--- src/design/mfdcd_pkg.sv ---
package mfdcd_pkg;

	localparam int SAMPLES_DEF  = 5;
	localparam int ADC_BITS_DEF = 10;

	localparam int VAL_W      = 8;
	localparam int CFG_ADDR_W = 2;
	localparam int CFG_DATA_W = 8;
	localparam int HALF_W     = 7;
	localparam int OUT_W      = 16;

	localparam logic [CFG_ADDR_W-1:0] CFG_DZ_EN  = 2'd0;
	localparam logic [CFG_ADDR_W-1:0] CFG_CENTER = 2'd1;
	localparam logic [CFG_ADDR_W-1:0] CFG_HALF   = 2'd2;

	localparam logic MODE_SAMPLE = 1'b0;
	localparam logic MODE_ACK    = 1'b1;

	localparam logic [VAL_W-1:0]  CENTER_RST = 8'd128;
	localparam logic [HALF_W-1:0] HALF_RST   = 7'd4;

	typedef enum logic [1:0] {
		ST_IDLE,
		ST_STEP,
		ST_EVAL,
		ST_EMIT
	} mfdcd_state_t;

	typedef struct packed {
		logic load;
		logic step;
		logic eval;
		logic emit;
	} mfdcd_cmd_t;

	typedef struct packed {
		logic fill;
		logic out_free;
	} mfdcd_status_t;

endpackage

--- src/design/median_five_deadzone_change_detect_top.sv ---
// Median-of-five change detector. Each sample transfer carries a raw
// converter reading in tdata (tuser low) or a consumer acknowledge
// (tuser high). Samples are cut to their top 8 bits and insertion-sorted
// into a small store; every SAMPLES_PER_MEDIAN-th accepted sample yields
// the median, optionally snapped to center_value when it lies strictly
// inside center_value +/- deadzone_half. A median differing from the last
// reported value (or the first median ever) is stored and raises changed
// and ready; an equal one clears changed. While ready is set samples are
// dropped until an acknowledge arrives. Every input transfer produces
// exactly one result transfer with the current value and flags.
// Each item passes through accept, sort insert and emit, with an extra
// deadzone and compare step when it completes a median, plus any
// wait for the output register to drain. Configuration writes are taken
// at any edge with cfg_we high; write only while the block is idle.
module median_five_deadzone_change_detect_top #(
	parameter int SAMPLES_PER_MEDIAN = mfdcd_pkg::SAMPLES_DEF,
	parameter int ADC_BITS           = mfdcd_pkg::ADC_BITS_DEF
) (
	input  logic                             clk,
	input  logic                             arst_n,
	// configuration: 0 deadzone_enable, 1 center_value, 2 deadzone_half
	input  logic                             cfg_we,
	input  logic [mfdcd_pkg::CFG_ADDR_W-1:0] cfg_addr,
	input  logic [mfdcd_pkg::CFG_DATA_W-1:0] cfg_wdata,
	// sample stream
	input  logic                             s_axis_tvalid,
	output logic                             s_axis_tready,
	input  logic [((ADC_BITS+7)/8)*8-1:0]    s_axis_tdata,  // sample, zero pad
	input  logic                             s_axis_tuser,  // mode
	// result stream
	output logic                             m_axis_tvalid,
	input  logic                             m_axis_tready,
	output logic [mfdcd_pkg::OUT_W-1:0]      m_axis_tdata   // value, changed,
	                                                        // ready_res, median_done, pad
);
	import mfdcd_pkg::*;

	mfdcd_cmd_t    cmd;
	mfdcd_status_t status;

	// controller sequences accept / insert / evaluate / emit
	mfdcd_ctrl u_ctrl (
		.clk      (clk),
		.arst_n   (arst_n),
		.in_valid (s_axis_tvalid),
		.in_ready (s_axis_tready),
		.status   (status),
		.cmd      (cmd)
	);

	// datapath: config regs, sorted store, deadzone, change flags, output reg
	mfdcd_dp #(
		.SAMPLES_PER_MEDIAN (SAMPLES_PER_MEDIAN),
		.ADC_BITS           (ADC_BITS)
	) u_dp (
		.clk       (clk),
		.arst_n    (arst_n),
		.cfg_we    (cfg_we),
		.cfg_addr  (cfg_addr),
		.cfg_wdata (cfg_wdata),
		.in_sample (s_axis_tdata[ADC_BITS-1:0]),
		.in_mode   (s_axis_tuser),
		.cmd       (cmd),
		.status    (status),
		.out_valid (m_axis_tvalid),
		.out_ready (m_axis_tready),
		.out_data  (m_axis_tdata)
	);

endmodule

--- src/design/mfdcd_ctrl.sv ---
module mfdcd_ctrl (
	input  logic                    clk,
	input  logic                    arst_n,
	input  logic                    in_valid,
	output logic                    in_ready,
	input  mfdcd_pkg::mfdcd_status_t status,
	output mfdcd_pkg::mfdcd_cmd_t    cmd
);
	import mfdcd_pkg::*;

	mfdcd_state_t state_q, state_nxt;

	always_ff @(posedge clk or negedge arst_n) begin
		if (!arst_n) begin
			state_q <= ST_IDLE;
		end else begin
			state_q <= state_nxt;
		end
	end

	always_comb begin
		state_nxt = state_q;
		cmd       = '0;
		in_ready  = 1'b0;
		unique case (state_q)
			ST_IDLE: begin
				in_ready = 1'b1;
				if (in_valid) begin
					cmd.load  = 1'b1;
					state_nxt = ST_STEP;
				end
			end
			ST_STEP: begin
				cmd.step  = 1'b1;
				state_nxt = status.fill ? ST_EVAL : ST_EMIT;
			end
			ST_EVAL: begin
				cmd.eval  = 1'b1;
				state_nxt = ST_EMIT;
			end
			ST_EMIT: begin
				if (status.out_free) begin
					cmd.emit  = 1'b1;
					state_nxt = ST_IDLE;
				end
			end
			default: state_nxt = ST_IDLE;
		endcase
	end

endmodule

--- src/design/mfdcd_dp.sv ---
module mfdcd_dp #(
	parameter int SAMPLES_PER_MEDIAN = mfdcd_pkg::SAMPLES_DEF,
	parameter int ADC_BITS           = mfdcd_pkg::ADC_BITS_DEF
) (
	input  logic                                clk,
	input  logic                                arst_n,
	input  logic                                cfg_we,
	input  logic [mfdcd_pkg::CFG_ADDR_W-1:0]    cfg_addr,
	input  logic [mfdcd_pkg::CFG_DATA_W-1:0]    cfg_wdata,
	input  logic [ADC_BITS-1:0]                 in_sample,
	input  logic                                in_mode,
	input  mfdcd_pkg::mfdcd_cmd_t               cmd,
	output mfdcd_pkg::mfdcd_status_t            status,
	output logic                                out_valid,
	input  logic                                out_ready,
	output logic [mfdcd_pkg::OUT_W-1:0]         out_data
);
	import mfdcd_pkg::*;

	localparam int N     = SAMPLES_PER_MEDIAN;
	localparam int CNT_W = $clog2(N + 1);
	localparam int MID   = N / 2;

	// config
	logic              dz_en_q;
	logic [VAL_W-1:0]  center_q;
	logic [HALF_W-1:0] half_q;

	// captured item
	logic              mode_q;
	logic [VAL_W-1:0]  byte_q;

	// insertion-sorted sample store, entries at and above count_q are empty
	logic [VAL_W-1:0]  sorted_q   [N];
	logic [VAL_W-1:0]  sorted_nxt [N];
	logic [N-1:0]      gt;
	logic [CNT_W-1:0]  count_q;

	logic              ready_q, changed_q, have_last_q, done_q, out_valid_q;
	logic [VAL_W-1:0]  last_q;

	logic              take_sample;
	logic signed [9:0] med_s, lo_s, hi_s;
	logic [VAL_W-1:0]  snapped;

	always_ff @(posedge clk or negedge arst_n) begin
		if (!arst_n) begin
			dz_en_q  <= 1'b0;
			center_q <= CENTER_RST;
			half_q   <= HALF_RST;
		end else if (cfg_we) begin
			unique case (cfg_addr)
				CFG_DZ_EN:  dz_en_q  <= cfg_wdata[0];
				CFG_CENTER: center_q <= cfg_wdata;
				CFG_HALF:   half_q   <= cfg_wdata[HALF_W-1:0];
				default:    ;
			endcase
		end
	end

	always_ff @(posedge clk) begin
		if (cmd.load) begin
			mode_q <= in_mode;
			byte_q <= in_sample[ADC_BITS-1 -: VAL_W];
		end
	end

	assign take_sample = (mode_q == MODE_SAMPLE) && !ready_q;

	always_comb begin
		for (int i = 0; i < N; i++) begin
			gt[i] = (CNT_W'(i) >= count_q) || (sorted_q[i] > byte_q);
		end
		for (int i = 0; i < N; i++) begin
			if (!gt[i]) begin
				sorted_nxt[i] = sorted_q[i];
			end else if (i > 0 && gt[(i > 0) ? i - 1 : 0]) begin
				sorted_nxt[i] = sorted_q[(i > 0) ? i - 1 : 0];
			end else begin
				sorted_nxt[i] = byte_q;
			end
		end
	end

	always_ff @(posedge clk) begin
		if (cmd.step && take_sample) begin
			sorted_q <= sorted_nxt;
		end
	end

	assign status.fill = take_sample && (count_q == CNT_W'(N - 1));

	// deadzone window, signed so that bounds past either end are not wrapped
	assign med_s = $signed({2'b00, sorted_q[MID]});
	assign lo_s  = $signed({2'b00, center_q}) - $signed({3'b000, half_q});
	assign hi_s  = $signed({2'b00, center_q}) + $signed({3'b000, half_q});
	assign snapped = (dz_en_q && (med_s > lo_s) && (med_s < hi_s)) ? center_q
		: sorted_q[MID];

	always_ff @(posedge clk or negedge arst_n) begin
		if (!arst_n) begin
			count_q     <= '0;
			ready_q     <= 1'b0;
			changed_q   <= 1'b0;
			have_last_q <= 1'b0;
			last_q      <= '0;
			done_q      <= 1'b0;
		end else begin
			if (cmd.load) begin
				done_q <= 1'b0;
			end
			if (cmd.step) begin
				if (mode_q == MODE_ACK) begin
					ready_q <= 1'b0;
				end else if (take_sample) begin
					count_q <= count_q + CNT_W'(1);
				end
			end
			if (cmd.eval) begin
				count_q <= '0;
				done_q  <= 1'b1;
				if (have_last_q && snapped == last_q) begin
					changed_q <= 1'b0;
				end else begin
					last_q      <= snapped;
					have_last_q <= 1'b1;
					changed_q   <= 1'b1;
					ready_q     <= 1'b1;
				end
			end
		end
	end

	// output register
	assign status.out_free = !out_valid_q || out_ready;

	always_ff @(posedge clk or negedge arst_n) begin
		if (!arst_n) begin
			out_valid_q <= 1'b0;
		end else if (cmd.emit) begin
			out_valid_q <= 1'b1;
		end else if (out_ready) begin
			out_valid_q <= 1'b0;
		end
	end

	always_ff @(posedge clk) begin
		if (cmd.emit) begin
			out_data <= {(OUT_W - VAL_W - 3)'(0), done_q, ready_q, changed_q, last_q};
		end
	end

	assign out_valid = out_valid_q;

endmodule

--- config.mk ---
export PLATFORM = sky130hd
export DESIGN_NAME = median_five_deadzone_change_detect_top
export DESIGN_NICKNAME = d
export VERILOG_FILES = /design/src/design/mfdcd_pkg.sv /design/src/design/median_five_deadzone_change_detect_top.sv /design/src/design/mfdcd_ctrl.sv /design/src/design/mfdcd_dp.sv
export SDC_FILE = /design/constraint.sdc
export NUM_CORES = 1
export LEC_CHECK = 0
export ABC_AREA = 1
export CAP_MARGIN = 20
export CORE_MARGIN = 1.5
export CORE_UTILIZATION = 50
export CTS_CLUSTER_SIZE = 8
export DETAILED_ROUTE_END_ITERATION = 8
export DONT_BUFFER_PORTS = 1
export GPL_TIMING_DRIVEN = 0
export PLACE_DENSITY_LB_ADDON = 0.2
export SETUP_SLACK_MARGIN = 0.15
export SKIP_CTS_REPAIR_TIMING = 1
export SLEW_MARGIN = 20
export SYNTH_ARGS = -nofsm -noshare
export SYNTH_HDL_FRONTEND = slang
export SYNTH_SLANG_ARGS = --single-unit
--- constraint.sdc ---
create_clock -name clk -period 4.3 [get_ports clk]
set_clock_uncertainty 0.1 [all_clocks]
set_input_delay 0.215 -clock clk [delete_from_list [all_inputs] [get_ports clk]]
set_output_delay 0.215 -clock clk [all_outputs]
set_load 0.02 [all_outputs]
# After elaboration in Yosys (flattened, before gate mapping)
# Index checks and enable logic that the tools add are counted.
op_classes:
  add_sub_neg: 3
  multipliers: 0
  div: 0
  order_cmp: 8
  eq_ne: 10
  shifts: 0
  muxes: 27
  bitwise_logic: 2
  reduce_logical: 27
op_table:
  columns: ["cell", "count"]
  rows:
  - ["greater-than comparator 8 bit", 3]
  - ["2-to-1 mux 8 bit", 3]
  - ["2-to-1 mux 1 bit", 17]
  - ["AND reduction 2 bit", 8]
  - ["2-to-1 mux 3 bit", 4]
  - ["greater-than comparator 9 x 10 -> 1 bit", 1]
  - ["less-than comparator 9 x 10 -> 1 bit", 1]
  - ["adder 8 x 7 -> 9 bit", 1]
  - ["subtractor 8 x 7 -> 9 bit", 1]
  - ["== test 8 bit", 1]
  - ["case mux 2 bit (4 select lines)", 1]
  - ["nonzero test 2 bit", 4]
  - ["== test 2 bit, second input constant", 3]
  - ["greater-or-equal comparator 1 x 3 -> 1 bit, first input constant", 2]
  - ["logical AND 1 bit", 6]
  - ["!= test 2 bit, second input constant", 3]
  - ["== test 2 x 1 -> 1 bit, second input constant", 2]
  - ["zero test 2 bit", 2]
  - ["logical OR 1 bit", 4]
  - ["2-to-1 mux 2 bit", 2]
  - ["adder 3 x 1 -> 3 bit, second input constant", 1]
  - ["== test 3 bit, second input constant", 1]
  - ["greater-or-equal comparator 2 x 3 -> 1 bit, first input constant", 1]
  - ["AND reduction 3 bit", 1]
  - ["other kinds (2)", 4]
word_totals:
  regBits: 78
  latch_bits: 0
  ramBits: 0
  rom_bits: 0
  output_inout_bits: 18
  n_memories: 0

# Logic depth before layout (Yosys ltp)
logic_depth:
  word_depth: 9
  mapped_depth: 30
  ltp_nobuf: 30

# By module
# Synthesis repeated with hierarchy kept, for this count alone.
hier_totals:
  cells_unflattened: 538
  hier_area_um2: 4874.7
modules_own_cells:
  columns: ["module", "instances", "cells_each", "area_per_inst_um2"]
  rows:
  - ["mfdcd_dp", 1, 508, 4662.0]
  - ["mfdcd_ctrl", 1, 30, 212.7]

# Worst setup path before layout
# Ideal clock, no wire load.
synth_path:
  kind: "register to register"
  startpoint: "register u_dp.half_q[2]"
  endpoint: "register u_dp.changed_q"
  arrival_ps: 3523
  t_required_ps: 4082
  path_slack_ps: 559
  stages_incl_launch_ff: 26
  n_path_buf: 1
  synth_period_minus_slack_ps: 3741
  path_cell_list: "dfstp_2 -> inv_1 -> ha_1 -> inv_2 -> a221o_1 -> a21oi_1 -> o21ai_0 -> a21oi_1 -> nor2_1 -> nor2_1 -> xor2_1 -> ha_1 -> a21oi_1 -> nand3b_1 -> nand2_1 -> nor2_2 -> nand2_4 -> buf_6 -> nand2_1 -> nand2_1 -> nand2_1 -> nand3_1 -> nor2_2 -> nand2_4 -> nand2_8 -> nand2_1"
synth_between:
  elab_chain_len: 8
synth_rtl:
  columns: ["element", "line_no", "rtl"]
  rows:
  - ["start, declared", "mfdcd_dp.sv:27", "logic [HALF_W-1:0] half_q;"]
  - ["start signal, assigned", "mfdcd_dp.sv:55", "CFG_HALF: half_q <= cfg_wdata[HALF_W-1:0];"]
  - ["subtractor 8 x 7 -> 9 bit", "mfdcd_dp.sv:95", "assign lo_s = $signed({2'b00, center_q}) - $signed({3'b000, half_q});"]
  - ["greater-than comparator 9 x 10 -> 1 bit", "mfdcd_dp.sv:97", "assign snapped = (dz_en_q && (med_s > lo_s) && (med_s < hi_s)) ? center_q"]
  - ["logical AND 1 bit", "mfdcd_dp.sv:97", null]
  - ["logical AND 1 bit *", "mfdcd_dp.sv:97", null]
  - ["2-to-1 mux 8 bit *", "mfdcd_dp.sv:97", null]
  - ["== test 8 bit *", "mfdcd_dp.sv:122", "if (have_last_q && snapped == last_q) begin"]
  - ["logical AND 1 bit *", "mfdcd_dp.sv:122", null]
  - ["2-to-1 mux 1 bit *", "mfdcd_dp.sv:122", null]
  - ["end signal, assigned", "mfdcd_dp.sv:104", "changed_q <= 1'b0;"]
  - ["end signal, assigned", "mfdcd_dp.sv:123", "changed_q <= 1'b0;"]
  - ["end signal, assigned", "mfdcd_dp.sv:127", "changed_q <= 1'b1;"]
  - ["end, declared", "mfdcd_dp.sv:39", "logic ready_q, changed_q, have_last_q, done_q, out_valid_q;"]
# Every way passes the cells marked *; elsewhere a longest branch is shown, timed or not.
# A chain may end at the register's enable or synchronous reset.

# Worst setup path in the final report
# Ends and elaborated chain as after synthesis.

==> results_dict.tcl <==
set metrics [dict create \
    yosysWarnings 0 \
    place_area_sq_um 5060 \
    dpl.cell_count 672 \
    period_needed_ns 4.11 \
    path_max_fanout 5 \
    gr-usage-met3_pct 3.86 \
    finish.net_count 676 \
    fin_cells 716 \
    grtUsageMet1_pct 24.5 \
    synth_seq_cells 78 \
    clock_latency_ns 0.34 \
    die-width_microns 102 \
    cpMaxStageDelayCell "dfstp_2" \
    holdWs_ns -0.00518 \
    ir_worst_vdd_mv 0.288 \
    clock_sinks 78 \
    synth_cell_types 38 \
    grt_pass1_wl_microns 15800 \
    slew_headroom_pct 47.9 \
    p_leak_nw 2.70 \
    synthTopCellsByArea "edfxtp_1, dfrtp_1, ha_1" \
    finish.instance_area_sq_um 5630 \
    max_clock_freq_mhz 243 \
    rows 35 \
    critPathKind "flop to flop" \
    startpoint_type "flop" \
    cts-root-buf "clkbuf_8" \
    crit_arrival_ns 4.23 \
    layout_setup_ws_ns 0.191 \
    finalSetupViolCount 0 \
    async_flop_share_pct 43.6 \
    viasPerCell 5.17 \
    powerDensity_nw_per_um2 537 \
    ant_nets 0 \
    syn_area_sq_um 4880 \
    layout-drive-gt1-share_pct 13.3 \
    num_antenna_cells 0 \
    clkTransAtPathRegs_ns 0.08 \
    core_region_area_sq_um 9370 \
    portBuffers 0 \
    gp_congestion 0.852 \
    slew_violations 0 \
    dieArea_sq_um 10400 \
    start_util_pct 52.1 \
    synth_most_common_cell "nand2_1" \
    first_global_vias 3494 \
    cts_tree "yes" \
    max-clock-path-buffers 2 \
    hold_class "input port to flop" \
    worstPathCellList "inv_2 -> ha_4 -> inv_2 -> a221o_1 -> a21oi_2 -> o21ai_2 -> a21oi_1 -> nor2_1 -> nor2_1 -> xor2_1 -> ha_1 -> a21oi_1 -> nand3b_1 -> nand2_2 -> nor2_4 -> buf_6 -> nand3b_1 -> nand3_2 -> nand4_1 -> nor2_4 -> nand2_4 -> nand2_4 -> nand2_1" \
    ios 50 \
    vias 3705 \
    synthTopCellsByCount "nand2_1, inv_1, ha_1, edfxtp_1, o21ai_0" \
    die_h_microns 102 \
    pre_cts_slack_ns 0.0921 \
    grt_max_degree 35 \
    drt_iter0_markers 114 \
    seq_area_frac_synth_pct 44.6 \
    hold_viol_final 1 \
    syn_inst 539 \
    status "finished with violations" \
    max_slew.worst_pin.slew_ns 0.781 \
    finalWirelength_microns 10100 \
    antenna_found_initial 0 \
    syn2layout_area_growth_pct 15.4 \
    timing.setup.tns_ns 0 \
    crit_family "simple AND/OR/NAND/NOR gates" \
    max_cap_viol_count 0 \
    grt_usage_pct 19.7 \
    crit_required_ns 4.42 \
    drc 0 \
    busiest_layer "met2" \
    violations "negative hold slack" \
    total_power_mw 3.03 \
    numCtsBuffers 9 \
    finalCritPeriodShare_pct 95.5 \
    cp-end-kind "flop" \
    cp_slowest_stage_delay_ns 0.56 \
    globalRouteOverflowTotal 0 \
    critPathBufInv 3 \
    htree_levels 3 \
    synth_flop_cell "edfxtp_1" \
    grt_util_met2_pct 34.6 \
    synth_edf_count 44 \
    wl_per_cell_microns 14.1 \
    synth.avg_cell_area_sq_um 9.06 \
    dp_hpwl_microns 7560 \
    yosys.area.top_type "edfxtp_1" \
    netlist.area_leader.share_pct 27.1 \
    rsz0062_at_grt "yes" \
    drt-pass1-iter-count 4 \
]
-- final timing paths --
check | from | to | slack, ns | depth (start not counted)
worst min-delay path | s_axis_tvalid | u_dp.done_q | -0.005 | 3
min in group asynchronous | arst_n | u_dp.center_q[5] | 0.22 | 2
worst max register to register | u_dp.half_q[2] | u_dp.changed_q | 0.19 | 23
worst max-delay path | u_dp.half_q[2] | u_dp.changed_q | 0.19 | 23
worst min register to register | u_dp.byte_q[2] | u_dp.sorted_q[34] | 0.35 | 0
max in group asynchronous | arst_n | u_dp.half_q[2] | 3.63 | 2
-- stage by stage --
| step | hold slack, ns | utilization (%) |
|---|---|---|
| floorplan | -0.181 | - |
| global placement | -0.180 | 54.0 |
| detailed placement | -0.180 | 54.0 |
| CTS | -0.549 | 55.7 |
| global route | 0.0257 | 60.1 |
| finish | -0.00518 | 60.1 |
-- worst register-to-register path: stages, from the launching register on --
cell and delay (ns):
dfstp_2 0.56, inv_2 0.05, ha_4 0.29, inv_2 0.05, a221o_1 0.38, a21oi_2 0.17, o21ai_2 0.08, a21oi_1 0.14
nor2_1 0.06, nor2_1 0.14, xor2_1 0.16, ha_1 0.26, a21oi_1 0.13, nand3b_1 0.13, nand2_2 0.07, nor2_4 0.19
buf_6 0.15, nand3b_1 0.15, nand3_2 0.11, nand4_1 0.14, nor2_4 0.18, nand2_4 0.12, nand2_4 0.13, nand2_1 0.06
-- layout by cell type (no fill, tap or decap), types with 5 or more instances in the layout --
master,netlist,routed
a21oi_1,35,33
buf_4,5,9
clkbuf_8,0,9
conb_1,1,5
dfrtp_1,32,31
dlygate4sd3_1,0,19
edfxtp_1,44,44
ha_1,60,59
inv_1,79,78
inv_2,5,6
nand2_1,119,108
nand2_2,5,17
nand3_1,36,29
nand3_2,2,8
nand4_1,8,8
nor2_1,11,11
o21ai_0,43,41
xor2_1,11,11
-- metal layers --
layer	routed length [microns]	share of wire [%]
met1	4430	44
met2	5160	51
met3	379	3.8
met4	116	1.2
met5	0	0
-- cells by family after synthesis --
logic type / Yosys count / synth area share (%)
and+or+nand+nor: 192 / 17.8
buffers and inverters: 97 / 8.20
AOI/OAI and AO/OA: 96 / 10.8
DFF: 78 / 44.6
adders and majority gates: 62 / 16.2
xor gates and xnor gates: 12 / 2.15
other: 1 / 0.0768
muxes: 1 / 0.205
-- flip-flops by register name (all words and copies together) (netlist names), 2 cells and up --
register        count
u_dp.last_q         8
u_dp.out_data      11
u_dp.sorted_q      16
u_ctrl.state_q      2
u_dp.half_q         7
u_dp.med_s          8
u_dp.byte_q         8
u_dp.count_q        3
u_dp.center_q       8
-- report_power, final --
group | switching (mW) | internal [mW] | leakage (nW)
clock | 0.271 | 0.205 | 0.0798
sequential | 0.188 | 1.02 | 0.810
combinational | 0.827 | 0.518 | 1.81
total | 1.29 | 1.74 | 2.70
-- layout make-up --
class                   count  area (sq um)
fillers                   794          3740
multi-input cells         370          2450
flip-flops and latches     78          2180
inverters                  84           315
repair buffers             26           277
well taps                 129           161
clock buffers               9           124
plain buffers              13          91.3
clock inverters             7          40.0
Power figures use the tool's default switching activity.
